$ cat src/design/lmed_pkg.sv
`timescale 1ns / 1ps
// ============================================================================
// List-mode event deframer package
// Shared types, result codes and the fixed test pattern table.
// ============================================================================
package lmed_pkg;

    // Result kinds as seen on the event channel.
    typedef enum logic [2:0] {
        KIND_PAT_OK   = 3'd0,
        KIND_PAT_FLAW = 3'd1,
        KIND_NO_MATCH = 3'd2,
        KIND_TIME_TAG = 3'd3,
        KIND_SGL_TAG  = 3'd4,
        KIND_OTH_TAG  = 3'd5,
        KIND_SYNC_ERR = 3'd6
    } t_kind;

    // Head byte decoding constants.
    localparam logic [7:0] HEAD_FLAG   = 8'h80;
    localparam logic [7:0] TAG_MASK    = 8'he0;
    localparam logic [7:0] TAG_TIME    = 8'h80;
    localparam logic [7:0] TAG_SINGLES = 8'ha0;

    // Test pattern table: one row per entry, checked in order.
    localparam int PAT_ROWS = 4;
    localparam int PAT_IDX_W = $clog2(PAT_ROWS);
    localparam logic [7:0] PAT_B0 [PAT_ROWS] = '{8'h39, 8'h71, 8'hc3, 8'h55};
    localparam logic [7:0] PAT_B1 [PAT_ROWS] = '{8'h17, 8'h47, 8'h59, 8'h33};
    localparam logic [7:0] PAT_B2 [PAT_ROWS] = '{8'h63, 8'ha3, 8'hd4, 8'h0f};

    // One list-mode word.
    typedef struct packed {
        logic [7:0] head;
        logic [7:0] byte0;
        logic [7:0] byte1;
        logic [7:0] byte2;
    } t_word;

    // Classification of one assembled event.
    typedef struct packed {
        t_kind                 kind;
        logic [PAT_IDX_W-1:0]  pattern_index;
        logic [23:0]           time_value;
        logic [9:0]            block_number;
        logic [18:0]           count_rate;
    } t_decode;

    // One result item.
    typedef struct packed {
        t_decode     dec;
        t_word       evt;
        logic [31:0] events_seen;
        logic [31:0] sync_errors_seen;
    } t_result;

endpackage

$ cat src/design/lmed_if.sv
`timescale 1ns / 1ps
// ============================================================================
// List-mode event deframer channels
// Valid/ready channels for words, configuration and result events.
// ============================================================================

// Incoming list-mode words.
interface lmed_word_if;
    logic       valid;
    logic       ready;
    logic [7:0] word_head;
    logic [7:0] word_byte0;
    logic [7:0] word_byte1;
    logic [7:0] word_byte2;

    modport source (output valid, word_head, word_byte0, word_byte1, word_byte2,
                    input ready);
    modport sink   (input valid, word_head, word_byte0, word_byte1, word_byte2,
                    output ready);
endinterface

// Configuration write channel carrying the pair mode register.
interface lmed_cfg_if;
    logic valid;
    logic ready;
    logic pair_mode;

    modport source (output valid, pair_mode, input ready);
    modport sink   (input valid, pair_mode, output ready);
endinterface

// Outgoing decoded events.
interface lmed_evt_if;
    logic                          valid;
    logic                          ready;
    lmed_pkg::t_kind               kind;
    logic [7:0]                    event_head;
    logic [7:0]                    event_b0;
    logic [7:0]                    event_b1;
    logic [7:0]                    event_b2;
    logic [lmed_pkg::PAT_IDX_W-1:0] pattern_index;
    logic [23:0]                   time_value;
    logic [9:0]                    block_number;
    logic [18:0]                   count_rate;
    logic [31:0]                   events_seen;
    logic [31:0]                   sync_errors_seen;

    modport source (output valid, kind, event_head, event_b0, event_b1, event_b2,
                    pattern_index, time_value, block_number, count_rate,
                    events_seen, sync_errors_seen,
                    input ready);
    modport sink   (input valid, kind, event_head, event_b0, event_b1, event_b2,
                    pattern_index, time_value, block_number, count_rate,
                    events_seen, sync_errors_seen,
                    output ready);
endinterface

$ cat src/design/list_mode_event_deframer_unit.sv
`timescale 1ns / 1ps
// ============================================================================
// List-mode event deframer
// Pairs list-mode words, resynchronises on bad pairs, decodes tags and checks
// regular events against a fixed test pattern table.
// ============================================================================
// The block accepts one list-mode word per clock cycle, sustained, while the
// result channel does not stall. An accepted word waits in the input register;
// its result is then registered in the result register and offered on the
// event channel from there. Word pairing, tag decoding, the pattern check and
// the next values of both 32-bit counters are settled combinationally
// between those two registers. In pair mode the first word of a
// pair gives no result; a word without head bit 7 in second place drops the
// held word with a sync error result and takes its place. Writing the pair
// mode register discards any held word and must only be done while the block
// is idle. Back-pressure on the result channel stalls both registers in turn.
module list_mode_event_deframer_unit (
    input  logic             i_clk,
    input  logic             i_rst_n,
    lmed_word_if.sink        i_word,
    lmed_cfg_if.sink         i_cfg,
    lmed_evt_if.source       o_evt
);

    // Pipeline handshakes.
    logic              r_in_valid;
    lmed_pkg::t_word   r_in;
    logic              r_out_valid;
    lmed_pkg::t_result r_out;
    logic              s2_adv;
    logic              s2_fire;

    // Deframer state.
    logic              r_pair_mode;
    logic              r_held_valid;
    lmed_pkg::t_word   r_held;
    logic [31:0]       r_event_total;
    logic [31:0]       r_sync_total;

    // Next-state values of the processing stage.
    logic              n_emit;
    logic              n_held_valid;
    logic              n_load_held;
    logic              n_sync_err;
    logic              n_event_inc;
    lmed_pkg::t_word   n_evt;
    logic              n_tag_en;
    lmed_pkg::t_decode dec;
    logic [31:0]       n_event_total;
    logic [31:0]       n_sync_total;
    lmed_pkg::t_result n_out;

    assign s2_adv       = !r_out_valid || o_evt.ready;
    assign s2_fire      = r_in_valid && s2_adv;
    assign i_word.ready = !r_in_valid || s2_adv;
    assign i_cfg.ready  = 1'b1;

    // Input register.
    always_ff @(posedge i_clk) begin
        if (!i_rst_n) begin
            r_in_valid <= 1'b0;
        end else if (i_word.ready) begin
            r_in_valid <= i_word.valid;
        end
    end

    always_ff @(posedge i_clk) begin
        if (i_word.valid && i_word.ready) begin
            r_in <= '{head:  i_word.word_head,  byte0: i_word.word_byte0,
                      byte1: i_word.word_byte1, byte2: i_word.word_byte2};
        end
    end

    // Pairing and resynchronisation decision for the word in the input register.
    always_comb begin
        n_emit       = 1'b0;
        n_held_valid = r_held_valid;
        n_load_held  = 1'b0;
        n_sync_err   = 1'b0;
        n_event_inc  = 1'b0;
        n_tag_en     = 1'b0;
        n_evt        = r_in;
        if (!r_pair_mode) begin
            n_emit      = 1'b1;
            n_event_inc = 1'b1;
        end else if (!r_held_valid) begin
            n_held_valid = 1'b1;
            n_load_held  = 1'b1;
        end else if ((r_in.head & lmed_pkg::HEAD_FLAG) == 8'h00) begin
            n_emit      = 1'b1;
            n_sync_err  = 1'b1;
            n_load_held = 1'b1;
            n_evt       = r_held;
        end else begin
            n_emit       = 1'b1;
            n_event_inc  = 1'b1;
            n_held_valid = 1'b0;
            n_tag_en     = 1'b1;
            n_evt        = '{head:  r_in.byte1,   byte0: r_in.byte2,
                             byte1: r_held.byte1, byte2: r_held.byte2};
        end
    end

    lmed_decode u_decode (
        .i_evt    (n_evt),
        .i_tag_en (n_tag_en),
        .o_dec    (dec)
    );

    // Running counters and result assembly.
    always_comb begin
        n_event_total = r_event_total + {31'd0, n_event_inc};
        n_sync_total  = r_sync_total + {31'd0, n_sync_err};
        n_out.evt              = n_evt;
        n_out.events_seen      = n_event_total;
        n_out.sync_errors_seen = n_sync_total;
        if (n_sync_err) begin
            n_out.dec      = '0;
            n_out.dec.kind = lmed_pkg::KIND_SYNC_ERR;
        end else begin
            n_out.dec = dec;
        end
    end

    // State registers; a configuration write drops any held word.
    always_ff @(posedge i_clk) begin
        if (!i_rst_n) begin
            r_pair_mode   <= 1'b0;
            r_held_valid  <= 1'b0;
            r_event_total <= '0;
            r_sync_total  <= '0;
        end else if (i_cfg.valid && i_cfg.ready) begin
            r_pair_mode  <= i_cfg.pair_mode;
            r_held_valid <= 1'b0;
        end else if (s2_fire) begin
            r_held_valid  <= n_held_valid;
            r_event_total <= n_event_total;
            r_sync_total  <= n_sync_total;
        end
    end

    always_ff @(posedge i_clk) begin
        if (s2_fire && n_load_held) begin
            r_held <= r_in;
        end
    end

    // Result register.
    always_ff @(posedge i_clk) begin
        if (!i_rst_n) begin
            r_out_valid <= 1'b0;
        end else if (s2_adv) begin
            r_out_valid <= s2_fire && n_emit;
        end
    end

    always_ff @(posedge i_clk) begin
        if (s2_fire && n_emit) begin
            r_out <= n_out;
        end
    end

    assign o_evt.valid            = r_out_valid;
    assign o_evt.kind             = r_out.dec.kind;
    assign o_evt.event_head       = r_out.evt.head;
    assign o_evt.event_b0         = r_out.evt.byte0;
    assign o_evt.event_b1         = r_out.evt.byte1;
    assign o_evt.event_b2         = r_out.evt.byte2;
    assign o_evt.pattern_index    = r_out.dec.pattern_index;
    assign o_evt.time_value       = r_out.dec.time_value;
    assign o_evt.block_number     = r_out.dec.block_number;
    assign o_evt.count_rate       = r_out.dec.count_rate;
    assign o_evt.events_seen      = r_out.events_seen;
    assign o_evt.sync_errors_seen = r_out.sync_errors_seen;

    // Sync errors can only be counted in pair mode.
    a_sync_only_paired: assert property (@(posedge i_clk) disable iff (!i_rst_n)
        !r_pair_mode |=> $stable(r_sync_total))
        else $error("sync error counter moved outside pair mode");

    // One word never bumps both counters.
    a_one_counter: assert property (@(posedge i_clk) disable iff (!i_rst_n)
        1'b1 |=> !((r_event_total != $past(r_event_total)) &&
                   (r_sync_total != $past(r_sync_total))))
        else $error("event and sync counters advanced together");

    // The first word of a pair gives no result.
    a_first_silent: assert property (@(posedge i_clk) disable iff (!i_rst_n)
        (s2_fire && r_pair_mode && !r_held_valid) |=> !r_out_valid)
        else $error("result produced for the first word of a pair");

    // A sync error keeps a word held for the next pairing attempt.
    a_sync_keeps_held: assert property (@(posedge i_clk) disable iff (!i_rst_n)
        (s2_fire && n_sync_err && !i_cfg.valid) |=> r_held_valid)
        else $error("held word lost on sync error");

endmodule

$ cat src/design/lmed_decode.sv
`timescale 1ns / 1ps
// ============================================================================
// List-mode event classifier
// Decodes tag events and checks regular events against the test patterns.
// ============================================================================
module lmed_decode (
    input  lmed_pkg::t_word   i_evt,
    input  logic              i_tag_en,
    output lmed_pkg::t_decode o_dec
);

    logic [lmed_pkg::PAT_ROWS-1:0] hit;
    logic [lmed_pkg::PAT_ROWS-1:0] exact;

    // Per-row compares are independent of each other.
    always_comb begin
        for (int r = 0; r < lmed_pkg::PAT_ROWS; r++) begin
            hit[r]   = (i_evt.byte0 == lmed_pkg::PAT_B0[r]) ||
                       (i_evt.byte1 == lmed_pkg::PAT_B1[r]) ||
                       (i_evt.byte2 == lmed_pkg::PAT_B2[r]);
            exact[r] = (i_evt.byte0 == lmed_pkg::PAT_B0[r]) &&
                       (i_evt.byte1 == lmed_pkg::PAT_B1[r]) &&
                       (i_evt.byte2 == lmed_pkg::PAT_B2[r]);
        end
    end

    // Tags take priority when enabled; otherwise the first hitting row wins.
    always_comb begin
        logic found;
        found = 1'b0;
        o_dec = '0;
        o_dec.kind = lmed_pkg::KIND_NO_MATCH;
        if (i_tag_en && ((i_evt.head & lmed_pkg::HEAD_FLAG) != 8'h00)) begin
            if ((i_evt.head & lmed_pkg::TAG_MASK) == lmed_pkg::TAG_TIME) begin
                o_dec.kind       = lmed_pkg::KIND_TIME_TAG;
                o_dec.time_value = {i_evt.byte0, i_evt.byte1, i_evt.byte2};
            end else if ((i_evt.head & lmed_pkg::TAG_MASK) == lmed_pkg::TAG_SINGLES) begin
                o_dec.kind         = lmed_pkg::KIND_SGL_TAG;
                o_dec.block_number = {i_evt.head[4:0], i_evt.byte0[7:3]};
                o_dec.count_rate   = {i_evt.byte0[2:0], i_evt.byte1, i_evt.byte2};
            end else begin
                o_dec.kind = lmed_pkg::KIND_OTH_TAG;
            end
        end else begin
            for (int r = 0; r < lmed_pkg::PAT_ROWS; r++) begin
                if (!found && hit[r]) begin
                    found               = 1'b1;
                    o_dec.pattern_index = lmed_pkg::PAT_IDX_W'(r);
                    o_dec.kind          = exact[r] ? lmed_pkg::KIND_PAT_OK
                                                   : lmed_pkg::KIND_PAT_FLAW;
                end
            end
        end
    end

endmodule

$ cat src/flat_wrapper.sv
// flat-port wrapper written by rule: the top's interface ports become plain ports
module list_mode_event_deframer_unit_flat 
  (i_clk, i_rst_n, i_word_valid, i_word_word_head, i_word_word_byte0, i_word_word_byte1, i_word_word_byte2, i_word_ready, i_cfg_valid, i_cfg_pair_mode, i_cfg_ready, o_evt_valid, o_evt_kind, o_evt_event_head, o_evt_event_b0, o_evt_event_b1, o_evt_event_b2, o_evt_pattern_index, o_evt_time_value, o_evt_block_number, o_evt_count_rate, o_evt_events_seen, o_evt_sync_errors_seen, o_evt_ready);
  lmed_word_if i_word_i ();
  lmed_cfg_if i_cfg_i ();
  lmed_evt_if o_evt_i ();
  input  logic i_clk;
  input  logic i_rst_n;
  input wire logic [$bits(i_word_i.valid)-1:0] i_word_valid;
  input wire logic [$bits(i_word_i.word_head)-1:0] i_word_word_head;
  input wire logic [$bits(i_word_i.word_byte0)-1:0] i_word_word_byte0;
  input wire logic [$bits(i_word_i.word_byte1)-1:0] i_word_word_byte1;
  input wire logic [$bits(i_word_i.word_byte2)-1:0] i_word_word_byte2;
  output wire logic [$bits(i_word_i.ready)-1:0] i_word_ready;
  input wire logic [$bits(i_cfg_i.valid)-1:0] i_cfg_valid;
  input wire logic [$bits(i_cfg_i.pair_mode)-1:0] i_cfg_pair_mode;
  output wire logic [$bits(i_cfg_i.ready)-1:0] i_cfg_ready;
  output wire logic [$bits(o_evt_i.valid)-1:0] o_evt_valid;
  output wire logic [$bits(o_evt_i.kind)-1:0] o_evt_kind;
  output wire logic [$bits(o_evt_i.event_head)-1:0] o_evt_event_head;
  output wire logic [$bits(o_evt_i.event_b0)-1:0] o_evt_event_b0;
  output wire logic [$bits(o_evt_i.event_b1)-1:0] o_evt_event_b1;
  output wire logic [$bits(o_evt_i.event_b2)-1:0] o_evt_event_b2;
  output wire logic [$bits(o_evt_i.pattern_index)-1:0] o_evt_pattern_index;
  output wire logic [$bits(o_evt_i.time_value)-1:0] o_evt_time_value;
  output wire logic [$bits(o_evt_i.block_number)-1:0] o_evt_block_number;
  output wire logic [$bits(o_evt_i.count_rate)-1:0] o_evt_count_rate;
  output wire logic [$bits(o_evt_i.events_seen)-1:0] o_evt_events_seen;
  output wire logic [$bits(o_evt_i.sync_errors_seen)-1:0] o_evt_sync_errors_seen;
  input wire logic [$bits(o_evt_i.ready)-1:0] o_evt_ready;
  assign i_word_i.valid = i_word_valid;
  assign i_word_i.word_head = i_word_word_head;
  assign i_word_i.word_byte0 = i_word_word_byte0;
  assign i_word_i.word_byte1 = i_word_word_byte1;
  assign i_word_i.word_byte2 = i_word_word_byte2;
  assign i_word_ready = i_word_i.ready;
  assign i_cfg_i.valid = i_cfg_valid;
  assign i_cfg_i.pair_mode = i_cfg_pair_mode;
  assign i_cfg_ready = i_cfg_i.ready;
  assign o_evt_valid = o_evt_i.valid;
  assign o_evt_kind = o_evt_i.kind;
  assign o_evt_event_head = o_evt_i.event_head;
  assign o_evt_event_b0 = o_evt_i.event_b0;
  assign o_evt_event_b1 = o_evt_i.event_b1;
  assign o_evt_event_b2 = o_evt_i.event_b2;
  assign o_evt_pattern_index = o_evt_i.pattern_index;
  assign o_evt_time_value = o_evt_i.time_value;
  assign o_evt_block_number = o_evt_i.block_number;
  assign o_evt_count_rate = o_evt_i.count_rate;
  assign o_evt_events_seen = o_evt_i.events_seen;
  assign o_evt_sync_errors_seen = o_evt_i.sync_errors_seen;
  assign o_evt_i.ready = o_evt_ready;
  list_mode_event_deframer_unit u_core (.i_clk(i_clk), .i_rst_n(i_rst_n), .i_word(i_word_i), .i_cfg(i_cfg_i), .o_evt(o_evt_i));
endmodule
$ cat config.mk
export PLATFORM = sky130hd
export DESIGN_NAME = list_mode_event_deframer_unit_flat
export DESIGN_NICKNAME = d
export VERILOG_FILES = /design/src/design/lmed_pkg.sv /design/src/design/lmed_if.sv /design/src/design/list_mode_event_deframer_unit.sv /design/src/design/lmed_decode.sv /design/src/flat_wrapper.sv
export SDC_FILE = /design/constraint.sdc
export NUM_CORES = 1
export LEC_CHECK = 0
export BUFFER_PORTS_ARGS = -buffer_cell sky130_fd_sc_hd__clkbuf_2
export CAP_MARGIN = 25
export CORE_MARGIN = 2
export CORE_UTILIZATION = 30
export CTS_BUF_LIST = sky130_fd_sc_hd__clkbuf_2 sky130_fd_sc_hd__clkbuf_4 sky130_fd_sc_hd__clkbuf_8
export CTS_CLUSTER_SIZE = 14
export DETAILED_ROUTE_END_ITERATION = 16
export PLACE_DENSITY_LB_ADDON = 0.1
export SLEW_MARGIN = 20
export SYNTH_ARGS = -nofsm -noshare
export SYNTH_HDL_FRONTEND = slang
export SYNTH_SLANG_ARGS = --single-unit
$ cat constraint.sdc
create_clock -name i_clk -period 10.7 [get_ports i_clk]
set_input_delay 2.14 -clock i_clk [delete_from_list [all_inputs] [get_ports i_clk]]
set_output_delay 2.14 -clock i_clk [all_outputs]
set_load 0.005 [all_outputs]
==> results.json <==
{
  "outcome": "complete, no violations",
  "viasPerCell": 4.46,
  "htreeDepth": 2,
  "mostFrequentLayoutCells": "218 x edfxtp_1, 193 x clkbuf_2, 74 x nand2_1",
  "core_area_mm2": 0.0389,
  "die_w_um": 203,
  "async_reset_ff_share_pct": 0,
  "wl_um": 28600,
  "ant_nets": 0,
  "clk_pin_slew_ns": 0.06,
  "final_common_cell": "edfxtp_1",
  "slew_headroom_pct": 43.0,
  "powerDensity_mw_per_mm2": 162,
  "regArea_mm2": 0.00791,
  "synth_ff_type": "edfxtp_1",
  "dieHeight_um": 203,
  "maxCapViolations": 0,
  "multi_input_area_mm2": 0.00370,
  "cts.sinks": 286,
  "grt_pass1_wl_um": 44300,
  "grt_max_degree": 72,
  "gr-total-overflow": 0,
  "setup_viol": 0,
  "yosys_warnings": 0,
  "worst_setup_path_end_kind": "output pin",
  "path_buf_inv": 2,
  "p_leak_nw": 5.31,
  "ir_drop_mv": 0.0647,
  "finClkSkew_ns": 0.0194,
  "synthToLayoutAreaGrowth_pct": 21.4,
  "grt_pass1_vias": 7674,
  "post-route-drc-count": 0,
  "crit_slowest_cell": "nor2b_1",
  "dp_hpwl_um": 18400,
  "io_buffers": 193,
  "finalNonFillerCells": 1714,
  "setup_tns_ns": 0,
  "synthDistinctLibCells": 54,
  "rows": 72,
  "cp.arrival_ns": 2.68,
  "cpPeakStageDelay_ns": 0.18,
  "yosysSeqAreaShare_pct": 66.4,
  "antenna_found_initial": 1,
  "fmax_ghz": 0.208,
  "critPathKind": "in2out",
  "nNetsFinal": 1197,
  "vias": 7641,
  "syn-mean-instance-area_um2": 12.7,
  "clkLatencyLatePin_ns": 0.61,
  "synthesis.nets": 981,
  "postSynthCellCount": 939,
  "fillers": 3905,
  "clockRootBuffer": "clkbuf_8",
  "p_seq_share_pct": 53.7,
  "rsz0062_at_grt": "false",
  "utilization_pct": 37.1,
  "crit_family": "simple AND/OR/NAND/NOR gates",
  "grt_use_total_pct": 14.0,
  "period_share_pct": 45.0,
  "p_int_mw": 1.79,
  "n_antenna_cell": 0,
  "cts_setup_buffers": 0,
  "start_util_pct": 30.6,
  "synth_seq_cells": 286,
  "cts_resized": 0,
  "syn-cell-area_mm2": 0.0119,
  "period_needed_ns": 4.82,
  "p_clk_share_pct": 42.0,
  "dr.pass1.iters": 6,
  "place_congestion": 0.746,
  "drive_gt1_share_pct": 25.9,
  "worst_slew_pin_slew_ns": 0.855,
  "ios": 195,
  "wl_per_cell_um": 16.7,
  "hold_violations": 0,
  "drtIter0Drc": 339,
  "dieArea_mm2": 0.0413,
  "combPwrFrac_pct": 4.3,
  "numCtsBuffers": 51,
  "hp-class": "reg2reg",
  "dp.cells": 1620,
  "slew_violations": 0,
  "hold_buffers": 0,
  "path_cells": "clkbuf_2 > nor2b_1 > nand2_1 > clkbuf_2",
  "cp-start-kind": "input port",
  "cts_tree": "done",
  "rrSetupSlack_ns": 6.57,
  "synth_edf_count": 218,
  "power_switching_mw": 0.549,
  "worst-path-max-fanout": 3,
  "p_sw_share_pct": 23.5,
  "cts_max_path_buffers": 3,
  "critical-path-top-cell-by-count": "clkbuf_2",
  "cp.required_ns": 8.56
}
==> sequential cells by signal, indices dropped and copies added (netlist names), 10 cells and up <==
signal,cells
u_core.r_held,32
u_core.o_evt.time_value,24
u_core.o_evt.block_number,10
u_core.r_in,32
u_core.o_evt.sync_errors_seen,32
u_core.o_evt.count_rate,19
u_core.o_evt.events_seen,32
u_core.r_sync_total,32
u_core.r_event_total,32
==> area by class of cell <==
class                           count  area share [%]
Clock inverter                     31            1.17
Sequential cell                   286            54.8
Multi-Input combinational cell    578            25.7
Clock buffer                       63            5.48
Timing Repair Buffer              205            7.59
Inverter                           33           0.858
Tap cell                          518            4.49
==> routing by layer <==
layer	up-vias	track usage, %	wire length (um)
met2	207	21.8	12900
met3	59	3.58	1790
met5	-	0	13
met4	2	5.55	743
li1	3774	-	-
met1	3599	18.6	13200
==> power groups by stage <==
stage	Clock (mW)	Sequential (mW)	Combinational, mW
2_1_floorplan	0	1.28	0.0416
3_3_place_gp	0	1.28	0.104
3_5_place_dp	0	1.28	0.105
4_1_cts	1.03	1.25	0.105
5_1_grt	1.07	1.26	0.114
6_report	0.980	1.25	0.101
==> worst reg2reg max path: cells and delay by family (launching register included) <==
kind | cells | cell delay [ns]
and+or+nand+nor | 9 | 2.35
DFF | 1 | 0.75
adders and majority gates | 2 | 0.51
buffers and inverters | 1 | 0.27
AOI/OAI and AO/OA | 1 | 0.17
==> final timing paths <==
kind / cells past startpoint / start / endpoint
setup / recovery: 4 / o_evt_ready / i_word_ready
hold / removal: 0 / u_core.r_in[22] / u_core.r_held[22]
setup reg to reg: 13 / u_core.r_held_valid / u_core.r_sync_total[30]
hold reg to reg: 0 / u_core.r_in[22] / u_core.r_held[22]
==> cell families after synthesis <==
| family | count (synthesis) | synth area share [%] |
|---|---|---|
| AOI/OAI and AO/OA | 89 | 4.58 |
| xor gates and xnor gates | 98 | 7.21 |
| adders and majority gates | 4 | 0.421 |
| buffers and inverters | 75 | 2.61 |
| DFF | 286 | 66.4 |
| muxes | 34 | 2.89 |
| other | 1 | 0.0315 |
| and+or+nand+nor | 352 | 15.8 |
==> per-stage QoR <==
step | hold WS [ns] | cell area [um2] | total power [mW] | worst slack, ns
3_5_place_dp | 0.434 | 13500 | 1.38 | 5.84
6_report | 0.439 | 14400 | 2.33 | 5.88
2_1_floorplan | 0.416 | 11900 | 1.33 | 0.174
5_1_grt | 0.461 | 14400 | 2.44 | 5.79
4_1_cts | 0.445 | 14400 | 2.38 | 5.84
3_3_place_gp | 0.426 | 13400 | 1.38 | 5.85
==> cells in the mapped netlist (all sizes together) (2+ instances only) <==
cell type    n  area [um2]
and3         9        61.3
o21ai       37         185
nor2b       13        81.3
nor3b        9        67.6
nand3b       3        22.5
nand4b       2        17.5
buf         12        73.8
a21o         4        30.0
dfxtp       68        1360
clkbuf      30         113
nand2       74         278
or4          3        26.3
inv         33         124
xnor2       71         622
or3         23         145
nand4       17         121
xor2        27         236
and2        44         277
nor4        10        75.1
nor2        70         279
mux2i       31         310
nor4b        2        17.5
ha           4        50.1
a21boi      24         180
nor3        19         100
a21oi       15        75.1
nand3       45         250
mux2         3        33.8
a21bo        2        20.0
or2          2        12.5
nand2b       5        31.3
a31oi        2        12.5
edfxtp     218        6550
Note: power is estimated with default switching activity, not from simulation.
